[config.mk]
export PLATFORM = sky130hd
export DESIGN_NAME = fct_mac
export DESIGN_NICKNAME = d
export VERILOG_FILES = /design/src/rtl/fct_pkg.sv /design/src/rtl/fct_mac.sv
export SDC_FILE = /design/constraint.sdc
export NUM_CORES = 2
export LEC_CHECK = 0
export BUFFER_PORTS_ARGS = -buffer_cell sky130_fd_sc_hd__buf_2
export CORE_UTILIZATION = 55
export DETAILED_ROUTE_END_ITERATION = 12
export GPL_TIMING_DRIVEN = 0
export PLACE_DENSITY = 0.86
export SYNTH_ARGS = -nofsm -noshare
export SYNTH_HDL_FRONTEND = slang
export SYNTH_SLANG_ARGS = --single-unit
[constraint.sdc]
create_clock -name i_clk -period 9.8 [get_ports i_clk]
set_clock_uncertainty 0.1 [all_clocks]
set_input_delay 1.96 -clock i_clk [delete_from_list [all_inputs] [get_ports i_clk]]
set_output_delay 1.96 -clock i_clk [all_outputs]
set_load 0.01 [all_outputs]
[src/rtl/fct_pkg.sv]
// Shared constants, types and control structs of the frustum cull tester.
// Used by fct_mac, frustum_cull_tester and the bench; depends on nothing else.
`timescale 1ns / 1ps
`default_nettype none

package fct_pkg;

    // plane store
    localparam int PLANE_COUNT = 6;
    localparam int PLANE_W     = (PLANE_COUNT > 1) ? $clog2(PLANE_COUNT) : 1;

    // field widths
    localparam int COORD_W = 32;    // signed Q16.16 coordinate
    localparam int H_W     = 31;    // unsigned Q15.16 radius or height
    localparam int FRAC_W  = 16;

    // stream widths
    localparam int IN_DATA_W  = 320;
    localparam int IN_USER_W  = 6;
    localparam int OUT_DATA_W = 8;
    localparam int H_LSB      = 9 * COORD_W;

    // shared multiply-accumulate datapath
    localparam int OP_W   = COORD_W + 1;    // 33-bit signed operands
    localparam int PROD_W = 2 * OP_W;       // full signed product
    localparam int SVAL_W = 2 * COORD_W;    // height-scaled offset
    localparam int ACC_W  = 100;            // holds a Q48.48 dot product

    // item kinds carried in tuser
    typedef enum logic [2:0] {
        K_LOAD   = 3'd0,
        K_POINT  = 3'd1,
        K_SPHERE = 3'd2,
        K_TRI    = 3'd3,
        K_VOL    = 3'd4
    } t_kind;

    // classification result
    typedef enum logic [1:0] {
        V_CONTAINS  = 2'd0,
        V_INTERSECT = 2'd1,
        V_OUTSIDE   = 2'd2
    } t_verdict;

    // what the accumulate step does with the product
    typedef enum logic [1:0] {
        M_DIRECT = 2'd0,    // acc += (v - a) * n
        M_SCALE  = 2'd1,    // sval = v * h - (a << 16)
        M_LO     = 2'd2,    // acc += sval[31:0] * n
        M_HI     = 2'd3     // acc += (sval[63:32] * n) << 32
    } t_mac_mode;

    typedef struct packed {
        logic      clr;
        logic      mul_en;
        logic      acc_en;
        t_mac_mode mode;
    } t_mac_ctrl;

endpackage

`default_nettype wire

[src/rtl/fct_mac.sv]
// Shared multiply-accumulate unit of the frustum cull tester: one 33x33
// signed multiplier, a product register, the wide accumulator and the
// scaled-offset register. Depends on fct_pkg.
`timescale 1ns / 1ps
`default_nettype none

module fct_mac (
    input  logic                             i_clk,
    input  fct_pkg::t_mac_ctrl               i_ctrl,
    input  logic signed [fct_pkg::OP_W-1:0]  i_op_a,
    input  logic signed [fct_pkg::OP_W-1:0]  i_op_b,
    input  logic signed [fct_pkg::COORD_W-1:0] i_anchor,
    output logic signed [fct_pkg::ACC_W-1:0] o_acc,
    output logic        [fct_pkg::SVAL_W-1:0] o_sval
);
    import fct_pkg::*;

    logic signed [PROD_W-1:0] r_prod;
    logic signed [ACC_W-1:0]  r_acc;
    logic        [SVAL_W-1:0] r_sval;
    logic signed [ACC_W-1:0]  w_addend;
    logic        [SVAL_W-1:0] w_anchor_q;

    // product aligned for the accumulator; high half of sval is weighted 2^32
    always_comb begin
        if (i_ctrl.mode == M_HI) begin
            w_addend = {{(ACC_W-PROD_W-COORD_W){r_prod[PROD_W-1]}}, r_prod,
                        {COORD_W{1'b0}}};
        end else begin
            w_addend = {{(ACC_W-PROD_W){r_prod[PROD_W-1]}}, r_prod};
        end
        // anchor taken as Q32.32
        w_anchor_q = {{(SVAL_W-COORD_W-FRAC_W){i_anchor[COORD_W-1]}}, i_anchor,
                      {FRAC_W{1'b0}}};
    end

    // multiply stage
    always_ff @(posedge i_clk) begin
        if (i_ctrl.mul_en) begin
            r_prod <= i_op_a * i_op_b;
        end
    end

    // accumulate or form the scaled offset
    always_ff @(posedge i_clk) begin
        if (i_ctrl.clr) begin
            r_acc <= '0;
        end else if (i_ctrl.acc_en && i_ctrl.mode != M_SCALE) begin
            r_acc <= r_acc + w_addend;
        end
        if (i_ctrl.acc_en && i_ctrl.mode == M_SCALE) begin
            r_sval <= r_prod[SVAL_W-1:0] - w_anchor_q;
        end
    end

    assign o_acc  = r_acc;
    assign o_sval = r_sval;

endmodule

`default_nettype wire

* Yosys cells after proc, flatten, opt, wreduce, memory -nomap -nowiden *
Cells that the tools add are included.

word-level totals
  register bits after elaboration = 230
  latch bits = 0
  memory bits (writable) = 0
  memory bits (read-only) = 0
  input bits = 104
  output and inout port bits = 164
  memories kept = 0

cells by class
  $add $sub $neg = 2
  $mul = 1
  div/mod/pow operators = 0
  $lt $le $gt $ge = 0
  equal/unequal tests = 3
  shift operators = 0
  multiplexer cells = 1
  bitwise operators = 0
  reduce and logical (&&, ||, !) cells = 2

operator list
  kind                                                                      number
  100-bit by 98-bit adder with 100-bit output                               1
  97-bit two-way mux                                                        1
  33-bit by 33-bit multiplier with 66-bit output                            1
  64-bit subtractor                                                         1
  2-bit by 1-bit == test with 1-bit output (second input constant)          1
  2-bit == test (second input constant)                                     1
  1-bit logical AND                                                         2
  2-bit by 1-bit inequality test with 1-bit output (second input constant)  1

* Depth between registers and ports, before layout *
  depth in word-level cells = 3
  mapped depth = 30
  gate-level depth less buffers = 29

* Worst setup path after synthesis *
No wires, ideal clock.

  path kind = input port to flip-flop
  start point = input port i_op_a[32] (netlist name)
  end point = register r_prod[65] (data pin)
  library setup time = 266 ps
  arrival time = 9,374 ps
  path slack = 59 ps
  stages on the path = 27
  path buffers = 1
  path through = clkbuf_1 -> nand2_1 -> inv_1 -> fa_1 -> inv_1 -> fa_1 -> inv_1 -> fa_1 -> inv_1 -> fa_1 -> inv_1 -> fa_1 -> fa_1 -> fa_1 -> inv_1 -> fa_1 -> inv_1 -> ha_1 -> a21o_1 -> a21o_1 -> a21oi_1 -> o21ai_0 -> a311oi_1 -> nor3_1 -> nor2b_1 -> mux2i_1 -> nand4_1

on the way
  cells in the longest elaborated chain, start to end = 1

ends and longest elaborated chain
  what                                            RTL line       text
  from (decl)                                     fct_mac.sv:10  input logic signed [fct_pkg::OP_W-1:0] i_op_a,
  33-bit by 33-bit multiplier with 66-bit output  fct_mac.sv:40  r_prod <= i_op_a * i_op_b;
  to (signal assigned)                            fct_mac.sv:40
  to (decl)                                       fct_mac.sv:18  logic signed [PROD_W-1:0] r_prod;

Every way passes these cells.
A chain may end at the register's enable or synchronous reset.

* Worst setup path in the final report *
  start point = input port i_op_b[27] (netlist name)
  end point = register r_prod[65] (data pin)

on the way
  cells in the longest elaborated chain, start to end = 1

ends and longest elaborated chain
  what                                            RTL line       text
  from (decl)                                     fct_mac.sv:11  input logic signed [fct_pkg::OP_W-1:0] i_op_b,
  33-bit by 33-bit multiplier with 66-bit output  fct_mac.sv:40

Every way passes these cells.

==> metrics list <==
- The total count of max-transition violations in the final report was 0.
- Kind of end point of the critical path: flip-flop
* Required time at the worst-slack endpoint: 9940 ps
- Yosys mapped a number of flops with a built-in enable equal to 130.
- The smallest clock period supported by the final layout is computed as 9690 ps.
* Dominant register cell in the synthesized netlist: sky130_fd_sc_hd__edfxtp_1
- The worst register-to-register path has a depth of 15.
- Post-synth top area share: 0.419
- After global routing the overflow that remains totals 0.
- After synthesis, the mean cell area works out to around 9.0 um2.
- Hold Worst Slack: 375 ps
- Netlist area before placement: 0.0548 mm2
- For the pin with the worst max-slew slack, the measured transition is 1120 ps.
- Fraction of final layout cells with drive strength greater than 1: 0.102
- Number of DRC markers in iteration 0: 4,914
- After legalization and detailed placement, the total HPWL measured 180 mm.
* Vias per std cell: 6.02
- Smallest setup slack after layout: 111 ps
* Cell types occupying the most area after synthesis: sky130_fd_sc_hd__fa_1, sky130_fd_sc_hd__ha_1, sky130_fd_sc_hd__inv_1
- The die is around 320 um tall.
- In this run, synthesis produced a sequential element count of 230.
- Across all layers, the routed design uses 46,400 vias.
- Core region area: 0.0986 mm2
* Critical path cell sequence: buf_2 -> buf_2 -> nand2_1 -> fa_1 -> inv_1 -> fa_1 -> fa_1 -> fa_1 -> fa_1 -> fa_1 -> fa_1 -> inv_1 -> fa_2 -> inv_1 -> ha_4 -> nand4_1 -> or4_4 -> o21ai_4 -> a311oi_2 -> buf_4 -> nor3_4 -> nor2b_2 -> mux2i_1 -> nand4_1
* Top achievable clock speed: around 100 MHz
* Initial core utilization: 0.556
- Wire length of the first global-routing pass: around 310 mm
- In this run the clock root is driven by a sky130_fd_sc_hd__clkbuf_16.
- Post-synthesis net count: 7,675
* Post-synthesis instance total: just over 6,000
- Minimum setup slack after placement: -2550 ps
* Max-cap check violation count: 0
- Filler Cells Inserted: 8,441
- The worst hold path was traced through 2 stages.
- The die is 318 um wide.
* Die Outline Area: 0.101 mm2
- Most frequent cell after synthesis: sky130_fd_sc_hd__inv_1
- Fraction of the cycle the final worst path needs: 0.989
- The worst pin sits at a relative slew slack of 0.256.
* Outcome: finished, final reports clean
- The tightest min-delay check is of the flip-flop to flip-flop type.
* Detailed-router iteration count before antenna repair: 6
- Most common library cells after synthesis: sky130_fd_sc_hd__inv_1, sky130_fd_sc_hd__fa_1, sky130_fd_sc_hd__nand2_1
* Count of distinct cell types in the synthesized netlist: 94
- In this run the remaining antenna-violating nets after routing total 0.
* Aggregate routed wire length: 218 mm
- Clock network latency to the later pin of the worst-skew pair: 600 ps
- The slowest stage of the critical path belongs to the cell sky130_fd_sc_hd__fa_2.
- After detailed routing, the number of remaining DRC violations is 0.
- Antenna violations before repair: 15
* Placed Cells incl. Taps: 7,617
* Crit-path max cell delay: 640 ps
* Number of top-level pins: 268
* Yosys warns: 0
* Fraction of the yosys area taken by sequential cells: 0.108
* Area delta synth->final: 9.62%
- In this run, CTS created clock tree buffers numbering 24.
- Largest driver fanout on the critical path: 10
* Vias in the first global route: 47,000
- In the final routed layout, each cell accounts on average for around 28 um.
* Routability congestion estimate from global placement: 1.09
- Sum of negative setup slack: 0 ps
* Sink count of the clock tree: 230
- Startpoint types: input pin
* Pin count of the biggest net entering global routing: 67
* Number of hold violations in the final report: 0
* Slack of the worst reg-to-reg path: 4850 ps
* Category of the critical setup timing path: input pin to flip-flop
- Buffer levels on the longest clock path: 3
- TritonCTS built the clock tree.
* Cell row count: 115
* PortBufs: 267
* Clk pin slew, worst setup/hold paths: 70 ps
- In the synthesized netlist the async set-or-reset flop fraction comes to 0.
- In this design, the critical path's most frequently occurring cell is sky130_fd_sc_hd__fa_1.
* CTS H-tree lvls: 1
* Top cell type by total area after synthesis: sky130_fd_sc_hd__fa_1
* Tot GR Track Use: 0.432
- For this run, the number of standard cells in the final layout without fillers is 7,696.
* Setup violations, final: 0
* WP data arrival: 9830 ps
- Number of nets in the finished design: 7,993
## cells in the final DEF (no fill, tap or decap), drive strengths merged, types with 10 or more instances in the layout
master	synthesis	final
a21oi	287	287
and2	567	567
xnor2	132	132
clkbuf	274	237
dfxtp	100	100
a21boi	12	12
nor2	162	162
and3	21	21
fa	1147	1147
o21ai	154	154
nor2b	16	16
nand3	37	37
inv	1155	1157
xor2	73	73
buf	17	377
nand4	47	47
nand2	913	913
or3	10	10
nor3	28	28
nand2b	25	25
diode	0	12
ha	363	363
edfxtp	130	130
a31oi	24	24
a21o	144	144
o211ai	20	20
o21a	30	30
o21bai	37	37
## path summary, 6_finish.rpt
check	from	to
setup reg to reg	r_prod[65]	o_acc[94]
hold reg to reg	o_acc[6]	o_acc[6]
hold / removal	o_acc[6]	o_acc[6]
setup / recovery	i_op_b[27]	r_prod[65]
## timing repair
action | 4_1_cts | 5_1_grt
hold buffers | 0 | 0
setup buffers | 14 | 13
setup endpoints to repair | 29 | 11
pin swaps | 7 | 26
resized for setup | 335 | 245
## registers in the layout (all words and copies together) (netlist names)
signal  flops
o_sval     64
r_prod     66
o_acc     100
## cell type report
type                            instances  area, um2  area share
Multi-Input combinational cell       4384      43900       0.730
Clock inverter                         13        158     0.00262
Clock buffer                           31        641      0.0107
Timing Repair Buffer                  296       1640      0.0273
Sequential cell                       230       5910      0.0983
Inverter                             1156       4350      0.0724
Buffer                                287       1910      0.0317
Tap cell                             1287       1610      0.0268
Antenna cell                           12       30.0    0.000500
## stage by stage
step / cell area (um2) / util
floorplan: 54800 / -
global placement: 57800 / 0.586
detailed placement: 57800 / 0.587
CTS: 59600 / 0.604
global route: 60100 / 0.609
finish: 60100 / 0.610
## critical path, delay by kind of cell
family / cells / cell delay [ps]
simple gates: 6 / 1440
mux: 1 / 180
buf+inv: 6 / 1240
fa+ha+maj: 9 / 4600
compound gates: 2 / 350
## routing by layer
metal  vias up  global-route usage  wire, um
met5         -            0.000946        50
met4         8               0.260     16500
met3       765               0.150     28700
met2      3160               0.638     92000
met1     23100               0.547     80900
li1      19300                   -         -
## kinds of logic (layout without fill, tap and decap cells)
logic type      Yosys count  in the layout  synth area share
compound gates          808            808            0.0955
xor+xnor                205            205            0.0327
fa+ha+maj              1510           1510             0.502
buf+inv                1447           1783            0.0994
flops                   230            230             0.108
mux                       1              1          0.000183
other cells               0             12                 0
simple gates           1860           1860             0.163
Power is left out: the tool's default activity adds up to more than one toggle a clock period on the data nets, which glitch-free logic cannot reach.
